`config.mk`:
```
export PLATFORM = sky130hd
export DESIGN_NAME = uart_ring_buffers
export DESIGN_NICKNAME = d
export VERILOG_FILES = /design/src/rtl/core/uart_rb_pkg.sv /design/src/rtl/core/uart_rb_ram.sv /design/src/rtl/core/uart_rb_ctrl.sv /design/src/rtl/core/uart_ring_buffers.sv
export VERILOG_INCLUDE_DIRS = /design/src /design/src/rtl/core
export SDC_FILE = /design/constraint.sdc
export NUM_CORES = 2
export LEC_CHECK = 0
export BUFFER_PORTS_ARGS = -buffer_cell sky130_fd_sc_hd__buf_2
export CAP_MARGIN = 5
export CORE_MARGIN = 2
export CORE_UTILIZATION = 35
export DETAILED_ROUTE_END_ITERATION = 10
export PLACE_DENSITY_LB_ADDON = 0.2
export SYNTH_ARGS = -nofsm -noshare
export SYNTH_HDL_FRONTEND = slang
export SYNTH_SLANG_ARGS = --single-unit
```
`constraint.sdc`:
```
create_clock -name clock -period 3.25 [get_ports clock]
set_input_delay 0.325 -clock clock [delete_from_list [all_inputs] [get_ports clock]]
set_output_delay 0.325 -clock clock [all_outputs]
set_load 0.02 [all_outputs]
```
`src/rtl/core/uart_ring_buffers_defines.svh`:
```
// Assertion macros for the UART ring buffer block.
`ifndef UART_RING_BUFFERS_DEFINES_SVH
`define UART_RING_BUFFERS_DEFINES_SVH

`ifndef SYNTHESIS

// Same-cycle implication, checked at every rising clock edge outside reset.
`define URB_ASSERT_NOW(label, clk, rst, ante, cons) \
   label: assert property (@(posedge clk) disable iff (rst) (ante) |-> (cons)) \
      else $error("urb assertion failed");

// Next-cycle implication.
`define URB_ASSERT_NEXT(label, clk, rst, ante, cons) \
   label: assert property (@(posedge clk) disable iff (rst) (ante) |=> (cons)) \
      else $error("urb assertion failed");

`else

`define URB_ASSERT_NOW(label, clk, rst, ante, cons)
`define URB_ASSERT_NEXT(label, clk, rst, ante, cons)

`endif

`endif

```
`src/rtl/core/uart_rb_pkg.sv`:
```
`default_nettype none

package uart_rb_pkg;

   localparam int QUEUE_DEPTH = 128;
   localparam int PTR_W       = $clog2(QUEUE_DEPTH);

   typedef logic [PTR_W-1:0] ptr_type;

   typedef enum logic [1:0] {
      OP_RX_BYTE    = 2'd0,
      OP_HOST_READ  = 2'd1,
      OP_HOST_WRITE = 2'd2,
      OP_TX_DONE    = 2'd3
   } op_type;

   typedef struct packed {
      logic [1:0] operation;
      logic [7:0] data_byte;
   } req_type;

   typedef struct packed {
      logic [7:0] read_byte;
      logic       underrun;
      logic       rx_dropped;
      logic       tx_refused;
      logic       send_strobe;
      logic [7:0] send_byte;
   } rsp_type;

   // one port pair of a ring store
   typedef struct packed {
      logic       wr_en;
      ptr_type    wr_addr;
      logic [7:0] wr_data;
      logic       rd_en;
      ptr_type    rd_addr;
   } mem_cmd_type;

   // item waiting on the store read
   typedef struct packed {
      logic       valid;
      logic       from_rx;
      logic       from_tx;
      logic       underrun;
      logic       rx_dropped;
      logic       tx_refused;
      logic       send_strobe;
      logic [7:0] send_byte;
   } stage_type;

   function automatic ptr_type ptr_next(input ptr_type p);
      return (p == ptr_type'(QUEUE_DEPTH - 1)) ? '0 : ptr_type'(p + 1'b1);
   endfunction

endpackage

`default_nettype wire

```
`src/rtl/core/uart_rb_ram.sv`:
```
`default_nettype none

module uart_rb_ram #(
   parameter int DEPTH  = 128,
   parameter int DATA_W = 8
) (
   input  wire logic                     clock,
   input  wire logic                     wr_en,
   input  wire logic [$clog2(DEPTH)-1:0] wr_addr,
   input  wire logic [DATA_W-1:0]        wr_data,
   input  wire logic                     rd_en,
   input  wire logic [$clog2(DEPTH)-1:0] rd_addr,
   output      logic [DATA_W-1:0]        rd_data
);

   logic [DATA_W-1:0] mem [DEPTH];
   logic [DATA_W-1:0] rd_data_ff;

   always_ff @(posedge clock) begin
      if (wr_en) begin
         mem[wr_addr] <= wr_data;
      end
      // hold the last read while no new read is issued
      if (rd_en) begin
         rd_data_ff <= mem[rd_addr];
      end
   end

   assign rd_data = rd_data_ff;

endmodule

`default_nettype wire

```
`src/rtl/core/uart_rb_ctrl.sv`:
```
`default_nettype none

module uart_rb_ctrl (
   input  wire logic                    clock,
   input  wire logic                    reset,
   input  wire logic                    req_valid,
   input  wire uart_rb_pkg::req_type    req_data,
   input  wire logic                    out_hold,
   output      logic                    req_stall,
   output      uart_rb_pkg::mem_cmd_type rx_cmd,
   output      uart_rb_pkg::mem_cmd_type tx_cmd,
   output      uart_rb_pkg::stage_type  stage
);

   uart_rb_pkg::ptr_type rx_wr_ff, rx_wr_in;
   uart_rb_pkg::ptr_type rx_rd_ff, rx_rd_in;
   uart_rb_pkg::ptr_type tx_wr_ff, tx_wr_in;
   uart_rb_pkg::ptr_type tx_rd_ff, tx_rd_in;
   logic                 tx_busy_ff, tx_busy_in;
   uart_rb_pkg::stage_type stage_ff, stage_in, item;
   logic                 accept;
   logic                 rx_full, rx_empty, tx_full, tx_empty;

   assign req_stall = stage_ff.valid && out_hold;
   assign accept    = req_valid && !req_stall;

   assign rx_full  = (uart_rb_pkg::ptr_next(rx_wr_ff) == rx_rd_ff);
   assign rx_empty = (rx_wr_ff == rx_rd_ff);
   assign tx_full  = (uart_rb_pkg::ptr_next(tx_wr_ff) == tx_rd_ff);
   assign tx_empty = (tx_wr_ff == tx_rd_ff);

   always_comb begin
      rx_wr_in   = rx_wr_ff;
      rx_rd_in   = rx_rd_ff;
      tx_wr_in   = tx_wr_ff;
      tx_rd_in   = tx_rd_ff;
      tx_busy_in = tx_busy_ff;
      item       = '0;
      item.valid = 1'b1;

      rx_cmd         = '0;
      rx_cmd.wr_addr = rx_wr_ff;
      rx_cmd.wr_data = req_data.data_byte;
      rx_cmd.rd_addr = rx_rd_ff;
      tx_cmd         = '0;
      tx_cmd.wr_addr = tx_wr_ff;
      tx_cmd.wr_data = req_data.data_byte;
      tx_cmd.rd_addr = tx_rd_ff;

      unique case (uart_rb_pkg::op_type'(req_data.operation))
         uart_rb_pkg::OP_RX_BYTE: begin
            if (rx_full) begin
               item.rx_dropped = 1'b1;
            end else begin
               rx_cmd.wr_en = accept;
               rx_wr_in     = uart_rb_pkg::ptr_next(rx_wr_ff);
            end
         end
         uart_rb_pkg::OP_HOST_READ: begin
            if (rx_empty) begin
               item.underrun = 1'b1;
            end else begin
               rx_cmd.rd_en = accept;
               item.from_rx = 1'b1;
               rx_rd_in     = uart_rb_pkg::ptr_next(rx_rd_ff);
            end
         end
         uart_rb_pkg::OP_HOST_WRITE: begin
            if (tx_full) begin
               item.tx_refused = 1'b1;
            end else begin
               tx_cmd.wr_en = accept;
               tx_wr_in     = uart_rb_pkg::ptr_next(tx_wr_ff);
               // idle transmitter takes the byte straight away
               if (!tx_busy_ff) begin
                  item.send_strobe = 1'b1;
                  item.send_byte   = req_data.data_byte;
                  tx_rd_in         = uart_rb_pkg::ptr_next(tx_rd_ff);
                  tx_busy_in       = 1'b1;
               end
            end
         end
         uart_rb_pkg::OP_TX_DONE: begin
            if (!tx_empty) begin
               tx_cmd.rd_en = accept;
               item.from_tx = 1'b1;
               tx_rd_in     = uart_rb_pkg::ptr_next(tx_rd_ff);
            end else begin
               tx_busy_in = 1'b0;
            end
         end
         default: begin
            item.valid = 1'b1;
         end
      endcase

      if (accept) begin
         stage_in = item;
      end else if (!out_hold) begin
         stage_in       = stage_ff;
         stage_in.valid = 1'b0;
      end else begin
         stage_in = stage_ff;
      end
   end

   always_ff @(posedge clock) begin
      if (reset) begin
         rx_wr_ff       <= '0;
         rx_rd_ff       <= '0;
         tx_wr_ff       <= '0;
         tx_rd_ff       <= '0;
         tx_busy_ff     <= 1'b0;
         stage_ff       <= '0;
      end else begin
         if (accept) begin
            rx_wr_ff   <= rx_wr_in;
            rx_rd_ff   <= rx_rd_in;
            tx_wr_ff   <= tx_wr_in;
            tx_rd_ff   <= tx_rd_in;
            tx_busy_ff <= tx_busy_in;
         end
         stage_ff <= stage_in;
      end
   end

   assign stage = stage_ff;

endmodule

`default_nettype wire

```
`src/rtl/core/uart_ring_buffers.sv`:
```
// Channel   Ports                              Moves
// request   req_valid, req_stall, req_data     one event: operation and data byte
// response  rsp_valid, rsp_stall, rsp_data     one result per event, in order
//
// One transaction is accepted per cycle while req_stall is low; its result is offered
// on rsp after the registered store read and the response register.
// Reset clears the four queue pointers, the busy flag and the pipeline valids;
// the stores themselves are not cleared.
// A stalled response holds its stage; req_stall rises only while rsp_stall holds
// off a full response register and the store-read stage is also full.
`default_nettype none
`include "uart_ring_buffers_defines.svh"

module uart_ring_buffers (
   input  wire logic                 clock,
   input  wire logic                 reset,
   input  wire logic                 req_valid,
   output      logic                 req_stall,
   input  wire uart_rb_pkg::req_type req_data,
   output      logic                 rsp_valid,
   input  wire logic                 rsp_stall,
   output      uart_rb_pkg::rsp_type rsp_data
);

   uart_rb_pkg::mem_cmd_type rx_cmd, tx_cmd;
   uart_rb_pkg::stage_type   stage;
   logic [7:0]               rx_rd_data, tx_rd_data;
   logic                     out_hold;
   logic                     rsp_valid_ff, rsp_valid_in;
   uart_rb_pkg::rsp_type     rsp_ff, rsp_in;
   logic [3:0]               rsp_flags;

   assign out_hold = rsp_valid_ff && rsp_stall;

   uart_rb_ctrl u_ctrl (
      .clock     (clock),
      .reset     (reset),
      .req_valid (req_valid),
      .req_data  (req_data),
      .out_hold  (out_hold),
      .req_stall (req_stall),
      .rx_cmd    (rx_cmd),
      .tx_cmd    (tx_cmd),
      .stage     (stage)
   );

   uart_rb_ram #(
      .DEPTH  (uart_rb_pkg::QUEUE_DEPTH),
      .DATA_W (8)
   ) u_rx_ram (
      .clock   (clock),
      .wr_en   (rx_cmd.wr_en),
      .wr_addr (rx_cmd.wr_addr),
      .wr_data (rx_cmd.wr_data),
      .rd_en   (rx_cmd.rd_en),
      .rd_addr (rx_cmd.rd_addr),
      .rd_data (rx_rd_data)
   );

   uart_rb_ram #(
      .DEPTH  (uart_rb_pkg::QUEUE_DEPTH),
      .DATA_W (8)
   ) u_tx_ram (
      .clock   (clock),
      .wr_en   (tx_cmd.wr_en),
      .wr_addr (tx_cmd.wr_addr),
      .wr_data (tx_cmd.wr_data),
      .rd_en   (tx_cmd.rd_en),
      .rd_addr (tx_cmd.rd_addr),
      .rd_data (tx_rd_data)
   );

   always_comb begin
      rsp_in.read_byte   = stage.from_rx ? rx_rd_data : 8'h00;
      rsp_in.underrun    = stage.underrun;
      rsp_in.rx_dropped  = stage.rx_dropped;
      rsp_in.tx_refused  = stage.tx_refused;
      rsp_in.send_strobe = stage.send_strobe || stage.from_tx;
      rsp_in.send_byte   = stage.from_tx ? tx_rd_data : stage.send_byte;
      rsp_valid_in       = out_hold || stage.valid;
   end

   always_ff @(posedge clock) begin
      if (reset) begin
         rsp_valid_ff <= 1'b0;
      end else begin
         rsp_valid_ff <= rsp_valid_in;
      end
   end

   // advance the response register only when it is free or being taken
   always_ff @(posedge clock) begin
      if (!out_hold && stage.valid) begin
         rsp_ff <= rsp_in;
      end
   end

   assign rsp_valid = rsp_valid_ff;
   assign rsp_data  = rsp_ff;

   assign rsp_flags = {rsp_ff.underrun, rsp_ff.rx_dropped, rsp_ff.tx_refused,
                       rsp_ff.send_strobe};

   `URB_ASSERT_NOW(a_stall_needs_rsp, clock, reset, req_stall, rsp_valid_ff && stage.valid)
   `URB_ASSERT_NOW(a_one_source, clock, reset, stage.valid, !(stage.from_rx && stage.from_tx))
   `URB_ASSERT_NOW(a_flags_excl, clock, reset, rsp_valid_ff, $countones(rsp_flags) <= 1)
   `URB_ASSERT_NEXT(a_stage_moves, clock, reset, stage.valid && !out_hold, rsp_valid_ff)

endmodule

`default_nettype wire
```
==> out/results.tsv <==
stage	metric	value	unit
run_status	status	completed	
global_route	grt_max_degree	118	
global_route	first_global_vias	40232	
clock_tree	cts-htree-levels	4	
floorplan	initial_core_util	35.1	%
synthesis	syn_area	0.0834	mm^2
placed_design	place_congestion	0.789	
drt	drc	0	
min_path	hold_path_depth	1	
drt	viasPerCell	5.18	
drt	wirelength	204	mm
final_layout	area_delta_synth_final	17.1	%
clock_tree	clockBufferDepth	3	
sta	tns	0	ns
final_layout	num_antenna_cells	0	
sta	fin_crit_sh	98.1	%
min_path	hp-class	input pin to flop	
synthesis	syn-num-nets	3703	
clock_tree	clkLatencyLatePin	0.85	ns
worst_setup_path	rrSetupSlack	0.06	ns
sta	rsz0062_at_grt	yes	
sta	hold_viol_final	0	
final_layout	drive_gt1_share	35.9	%
synthesis	ys.flop_type	edfxtp_1	
global_route	grt_pass1_wl	297	mm
placed_design	place.port_buffers	35	
synthesis	synth-seq-cells	2129	
worst_setup_path	rr_startpoint	u_ctrl.tx_rd_ff[0]	
worst_setup_path	critPathCaptureType	flop	
sta	worst_pin_slew	0.950	ns
floorplan	die_h	492	um
final_layout	multi_input_area	0.0193	mm^2
floorplan	die_area	0.242	mm^2
synthesis	yosys_warnings	0	
sta	setup_ws	0.0609	ns
min_path	hold-path-endpoint	u_tx_ram.mem[87][3]	
drt	drt_iter0_drc	3322	
worst_setup_path	cp_max_fo	18	
power_and_ir_drop	power	0.0574	W
placed_design	dp_hpwl	126	mm
sta	setup_viol	0	
floorplan	coreArea	0.237	mm^2
final_layout	fill_cells	20712	
final_layout	post-route-util	41.1	%
floorplan	die_w	492	um
floorplan	ioPinCount	36	
synthesis	async_flop_share	0	%
clock_tree	root_buffer	clkbuf_16	
global_route	antenna_found_initial	2	
synthesis	postSynthAreaPerCell	22.6	um^2
final_layout	final_cell_mix	edfxtp_1 (2084), mux4_2 (640), buf_4 (231)	
clock_tree	path_clk_slew	0.06	ns
synthesis	ys_seq_area_share	76.2	%
clock_tree	cts_tree	built	
synthesis	synth_edf_count	2084	
placed_design	pre_cts_ws	-0.397	ns
drt	ant_nets	0	
floorplan	rows	179	
worst_setup_path	reg2reg_to	u_tx_ram.rd_data[1]	
final_layout	regArea	0.0635	mm^2
worst_setup_path	startpoint_type	flop	
final_layout	final_common_cell	edfxtp_1	
worst_setup_path	cp.required	3.81	ns
synthesis	yosys.cell_types.count	78	
worst_setup_path	rr_worst_depth	7	
drt	firstDrtPassIters	7	
sta	finClkSkew	0.0423	ns
sta	slew_headroom	36.6	%
sta	slew_violations	0	
clock_tree	cts_sinks	2129	
min_path	hold_start	req_data[3]	
drt	wire_per_inst	27.6	um
global_route	track_usage	16.8	%
synthesis	synthCells	3685	
run	maxCapViolations	0	
final_layout	nets	4055	
power_and_ir_drop	peakVddDrop	0.425	mV
global_route	globalRouteOverflowTotal	0	
power_and_ir_drop	leakage	29.0	nW
clock_tree	cts_buffers	217	
power_and_ir_drop	power_density	589	mW/mm^2
sta	period_needed	3.19	ns
sta	max_freq	314	MHz
worst_setup_path	crit_type	flop to flop	
worst_setup_path	crit_arrival	3.75	ns
drt	vias	38281	
==> metal layers <==
| layer | global-route usage, % | share of wire, % |
|---|---|---|
| met4 | 3.79 | 2.0 |
| met3 | 2.47 | 4.0 |
| met2 | 28.1 | 50 |
| met1 | 23.3 | 44 |
| met5 | 0 | 0.0064 |
==> sequential cells by signal (all words and copies together), names as in the netlist, 8 cells and up <==
register and flops:
u_rx_ram.mem 1024, u_tx_ram.mem 1024, u_rx_ram.rd_data 8, rsp_data 20, u_tx_ram.rd_data 8, u_ctrl.stage 15
==> cells by family after synthesis <==
family / after synthesis / share of synthesized area, %
buffers and inverters: 228 / 1.40
AOI/OAI and AO/OA: 117 / 1.14
xor gates and xnor gates: 26 / 0.273
adders and majority gates: 4 / 0.0600
DFF: 2129 / 76.2
and+or+nand+nor: 463 / 2.71
muxes: 718 / 18.2
==> final cells by class <==
cell class,count,area share (%)
Clock inverter,138,1.56
Tap cell,3167,4.06
Sequential cell,2129,65.1
Inverter,9,0.0346
Multi-Input combinational cell,1328,19.8
Timing Repair Buffer,352,3.67
Clock buffer,264,5.82
==> timing repair <==
| action | 4_1_cts | 5_1_grt |
|---|---|---|
| gates resized for setup | 69 | 131 |
| buffers inserted | 1 | 1 |
| pin swaps | 1 | 2 |
| hold buffers | 13 | 0 |
| endpoints found under the setup margin | 627 | 1049 |
| endpoints found under the hold margin | 354 | 0 |
==> cells in the mapped netlist, types with 5 or more instances <==
cell type  count  area (um^2)
buf_1         25         93.8
edfxtp_1    2084        62600
a211oi_1       5         37.5
a22o_1        16          140
mux4_2       640        14400
nor3_1        68          340
inv_1          9         33.8
o21a_1         5         37.5
nand2_1       38          143
mux2i_1       67          671
xor2_1         9         78.8
a21oi_1       18         90.1
o21ai_0       12         60.1
mux2_2        10          113
buf_2         75          375
and2_1        17          106
buf_6         12          135
nor2_1       243          912
dfxtp_1       45          901
nand2b_1       7         43.8
clkbuf_1      72          270
a22oi_1       10         75.1
nor2b_1       13         81.3
a221oi_1      19          166
xnor2_1       17          149
nand3_1       22          110
or2_2          5         31.3
nand4_1        9         56.3
buf_4         34          255
==> where the power goes <==
group / internal, W / switching, W
registers: 0.0301 / 0.0000295
logic: 0.000773 / 0.00120
clock network: 0.0147 / 0.0106
==> through the flow <==
step	area [um^2]	std cells	hold WS [ns]
finish	97600	7387	0.0175
detailed placement	89700	6970	0.434
global placement	89700	6970	0.428
global route	97600	7387	0.0201
floorplan	83400	3685	0.408
CTS	97200	7386	0.00438
==> worst max-delay path by stage <==
stage | startpoint | slack, ns | end
floorplan | u_ctrl.rx_wr_ff[0] | 0.17 | u_rx_ram.mem[13][0]
global placement | rsp_stall | -0.38 | u_tx_ram.mem[43][7]
detailed placement | rsp_stall | -0.40 | u_tx_ram.mem[123][4]
CTS | rsp_valid | -0.07 | u_tx_ram.mem[82][7]
global route | rsp_valid | -0.14 | u_tx_ram.mem[102][4]
finish | u_ctrl.tx_rd_ff[0] | 0.06 | u_tx_ram.rd_data[1]
==> worst max-delay path: stages (launching register included) <==
cell and delay (ns):
dfxtp_4 0.47, buf_12 0.21, buf_12 0.21, mux4_2 0.55, mux4_2 0.48, mux2i_1 0.50
a22o_1 0.36, a221oi_1 0.09
(Power assumes the default switching activity.)
